[config.mk]
export PLATFORM = sky130hd
export DESIGN_NAME = bams_ram
export DESIGN_NICKNAME = d
export VERILOG_FILES = /design/src/rtl/bams_ram.sv
export SDC_FILE = /design/constraint.sdc
export NUM_CORES = 2
export LEC_CHECK = 0
export BUFFER_PORTS_ARGS = -buffer_cell sky130_fd_sc_hd__clkbuf_2
export CORE_ASPECT_RATIO = 1.1
export CORE_UTILIZATION = 36
export DETAILED_ROUTE_END_ITERATION = 10
export MAX_ROUTING_LAYER = met4
export SKIP_LAST_GASP = 1
export SYNTH_ARGS = -nofsm -noshare
export SYNTH_HDL_FRONTEND = slang
export SYNTH_SLANG_ARGS = --single-unit
[constraint.sdc]
create_clock -name i_clk -period 7.1 [get_ports i_clk]
set_input_delay 1.065 -clock i_clk [delete_from_list [all_inputs] [get_ports i_clk]]
set_output_delay 1.065 -clock i_clk [all_outputs]
set_load 0.005 [all_outputs]
[src/rtl/bams_ram.sv]
module bams_ram #(
    parameter int WIDTH = 8,
    parameter int DEPTH = 256,
    localparam int ADDR_W = $clog2(DEPTH)
) (
    input  logic              i_clk,
    input  logic              i_we,
    input  logic [ADDR_W-1:0] i_waddr,
    input  logic [WIDTH-1:0]  i_wdata,
    input  logic [ADDR_W-1:0] i_raddr,
    output logic [WIDTH-1:0]  o_rdata
);

    logic [WIDTH-1:0] r_mem [DEPTH];
    logic [WIDTH-1:0] r_rdata;

    always_ff @(posedge i_clk) begin
        if (i_we) begin
            r_mem[i_waddr] <= i_wdata;
        end
        r_rdata <= r_mem[i_raddr];
    end

    assign o_rdata = r_rdata;

endmodule

==> impl_metrics.toml <==
[logic_synthesis]
syn_nets = 3759
syn_area_per_cell_um2 = 21.3
synth_top_area_share_pct = 77.3
synthTopCellsByArea = "edfxtp_1 77%, mux4_2 13%, mux2i_1 1.7%, nor2_1 1.3%, a22oi_1 1.3%"
ys_types = 55
synth_edf_count = 2048
synth_common_cells = "2,048 x edfxtp_1, 454 x mux4_2, 282 x nor2_1"
synth.most_common_cell = "edfxtp_1"
synth-seq-cells = 2056
ys.flop_type = "edfxtp_1"
netlist_instances = 3733
synth.yosys.seq_area_share_pct = 77.5
syn_area_um2 = 79600
yosys.area.top_type = "edfxtp_1"
async_flop_share_pct = 0
ys_warn_count = 0

[power_and_ir_drop]
vdd_drop_max_mv = 0.259
power_density_nw_per_um2 = 278
total_power_w = 0.0248
p_leak_nw = 26.9

[setup_path]
cp-start-kind = "input port"
worstSetupEndpointType = "register"
critPathMaxFanout = 62
slowest_delay_ps = 1040
cp_common_cell = "buf_4"
slowest_stage = "a211oi_1"
crit_arrival_ps = 4880
cp_top_family = "compound AO/OA/AOI/OAI gates"
path_cells = "buf_8 -> buf_4 -> buf_4 -> mux4_2 -> a22oi_1 -> nand2_1 -> a211oi_1 -> nor4_1"
worst-setup-path-type = "input port to register"
critPathRequiredTime_ps = 7790
path_buf_inv = 3

[flow_run]
maxCapViolCount = 0

[drt]
wl_um = 204000
wl_per_cell_um = 29.6
viasPerCell = 5.58
vias = 38498
drt_iter0_drc = 4512
dr.pass1.iters = 9
drc = 0
postRouteAntennaNets = 0

[placed_design]
placed_cell_area_um2 = 82900
numPortBuffers = 33
dpl.cell_count = 6530
hpwl_um = 121000
gp_congestion = 0.846

[grt]
first_global_vias = 38824
met2_usage_pct = 29.9
grtUsageTotal_pct = 18.7
grt_first_pass_wirelength_um = 290000
overflow = 0
gr-usage-met1_pct = 24.4
antenna_found_initial = 14
grt_max_degree = 178
use_met3_pct = 2.86
gr-max-usage-layer = "met2"

[clocking]
cts_resized = 0
cts_setup_buffers = 0
clock_path_buffers = 3
clk_pin_slew_worst_paths_ps = 60
cts_tree = "built"
numCtsBuffers = 204
clockRootBuffer = "clkbuf_16"
hold_buffers = 0
insertion_delay_ps = 860
cts-htree-levels = 4
cts.sinks = 2056

[layout]
instances_no_fill = 6901
fillers = 19146
syn_to_final_growth_pct = 12.0
nets = 3850
postLayoutCoreUtil_pct = 40.7
drive_gt1_share_pct = 21.4
design_area_um2 = 89100

[timing]
rsz0062_at_grt = "no"
max_slew_margin_pct = 11.2
hold_viol_final = 0
fmaxAchievable_mhz = 239
skew_ps = 46.7
finalSetupViolations = 0
drv_slew = 0
setup_tns_ps = 0
finalCritPeriodShare_pct = 58.9
worstMarginPinSlew_ps = 1330
fin_crit_ps = 4190

[outcome]
outcome = "finished, final reports clean"

[floorplan]
core_area_um2 = 219000
start_util_pct = 36.3
die_w_um = 450
dieArea_um2 = 223000
rows = 180
ioPinCount = 34
die_y_um = 495

[hold_path]
hold_path.class = "input port to register"
==> power breakdown <==
| part | internal [W] | switching [W] | leakage [nW] | total, W |
|---|---|---|---|---|
| logic | 0.000394 | 0.000795 | 5.44 | 0.00119 |
| registers | 0.0134 | 0.0000277 | 18.5 | 0.0134 |
| clock network | 0.00560 | 0.00457 | 3.00 | 0.0102 |
==> cell usage in the layout, fill, tap and decap left out, types with 5 or more instances in the layout <==
master / Yosys / routed
edfxtp_1: 2048 / 2048
mux4_2: 454 / 454
nor2_1: 282 / 279
clkbuf_16: 0 / 206
mux2i_1: 134 / 134
a22oi_1: 133 / 133
a21oi_1: 96 / 96
buf_4: 27 / 73
clkbuf_1: 111 / 62
clkinv_1: 1 / 53
o221ai_1: 46 / 46
nand3_1: 34 / 34
nand2_1: 33 / 32
o22ai_1: 28 / 28
nor2b_1: 31 / 28
nor3_1: 22 / 22
clkbuf_2: 0 / 21
clkinv_2: 0 / 19
nor4_1: 24 / 17
a211oi_1: 16 / 16
a221oi_1: 13 / 13
buf_12: 8 / 13
nor4_2: 3 / 10
nand4_1: 10 / 10
o211ai_1: 10 / 10
o21ai_0: 10 / 10
buf_8: 13 / 9
nand2b_1: 8 / 8
a22o_1: 8 / 8
dfxtp_1: 8 / 8
bufinv_16: 0 / 7
and2_1: 6 / 6
diode_2: 0 / 5
o22a_1: 5 / 5
==> path summary, 6_finish.rpt <==
kind	startpoint	endpoint	slack, ps	depth (start not counted)
worst max-delay path	i_raddr[0]	o_rdata[3]$_DFF_P_	2910	8
worst min-delay path	i_wdata[2]	r_mem[92][2]$_DFFE_PP_	700	1
worst max register to register	r_mem[85][1]$_DFFE_PP_	o_rdata[1]$_DFF_P_	4190	5
worst min register to register	r_mem[41][3]$_DFFE_PP_	o_rdata[3]$_DFF_P_	1090	6
==> through the flow <==
step	setup slack [ps]	hold slack, ps
finish	2910	695
global route	2760	690
CTS	2970	668
detailed placement	2040	1020
global placement	1580	1020
floorplan	4100	770
==> area by class of cell <==
cell class	count	area, um2	share of cell area (%)
Antenna cell	5	12.5	0.0140
Sequential cell	2056	61700	69.2
Clock buffer	268	5390	6.04
Timing Repair Buffer	118	1070	1.20
Inverter	2	7.51	0.00842
Clock inverter	98	818	0.918
Tap cell	2912	3640	4.09
Multi-Input combinational cell	1442	16500	18.5
==> state kept, by name, summed over array words and instances (netlist names) <==
register / cells
r_mem: 2048
o_rdata: 8
==> metal layers <==
layer / vias to the layer above / share of wire [%]
met5: - / 0
met4: 0 / 3.3
met3: 313 / 7.0
met2: 1639 / 49
met1: 20661 / 40
li1: 15885 / -
==> cell families (layout without fill, tap and decap cells) <==
kind of cell / after synthesis / count (layout) / share of synthesized area, %
mux: 591 / 591 / 14.6
compound gates: 385 / 385 / 3.42
simple gates: 466 / 466 / 2.63
buf+inv: 235 / 486 / 1.83
flops: 2056 / 2056 / 77.5
other cells: 0 / 5 / 0
Note: power is estimated with default switching activity, not from simulation.
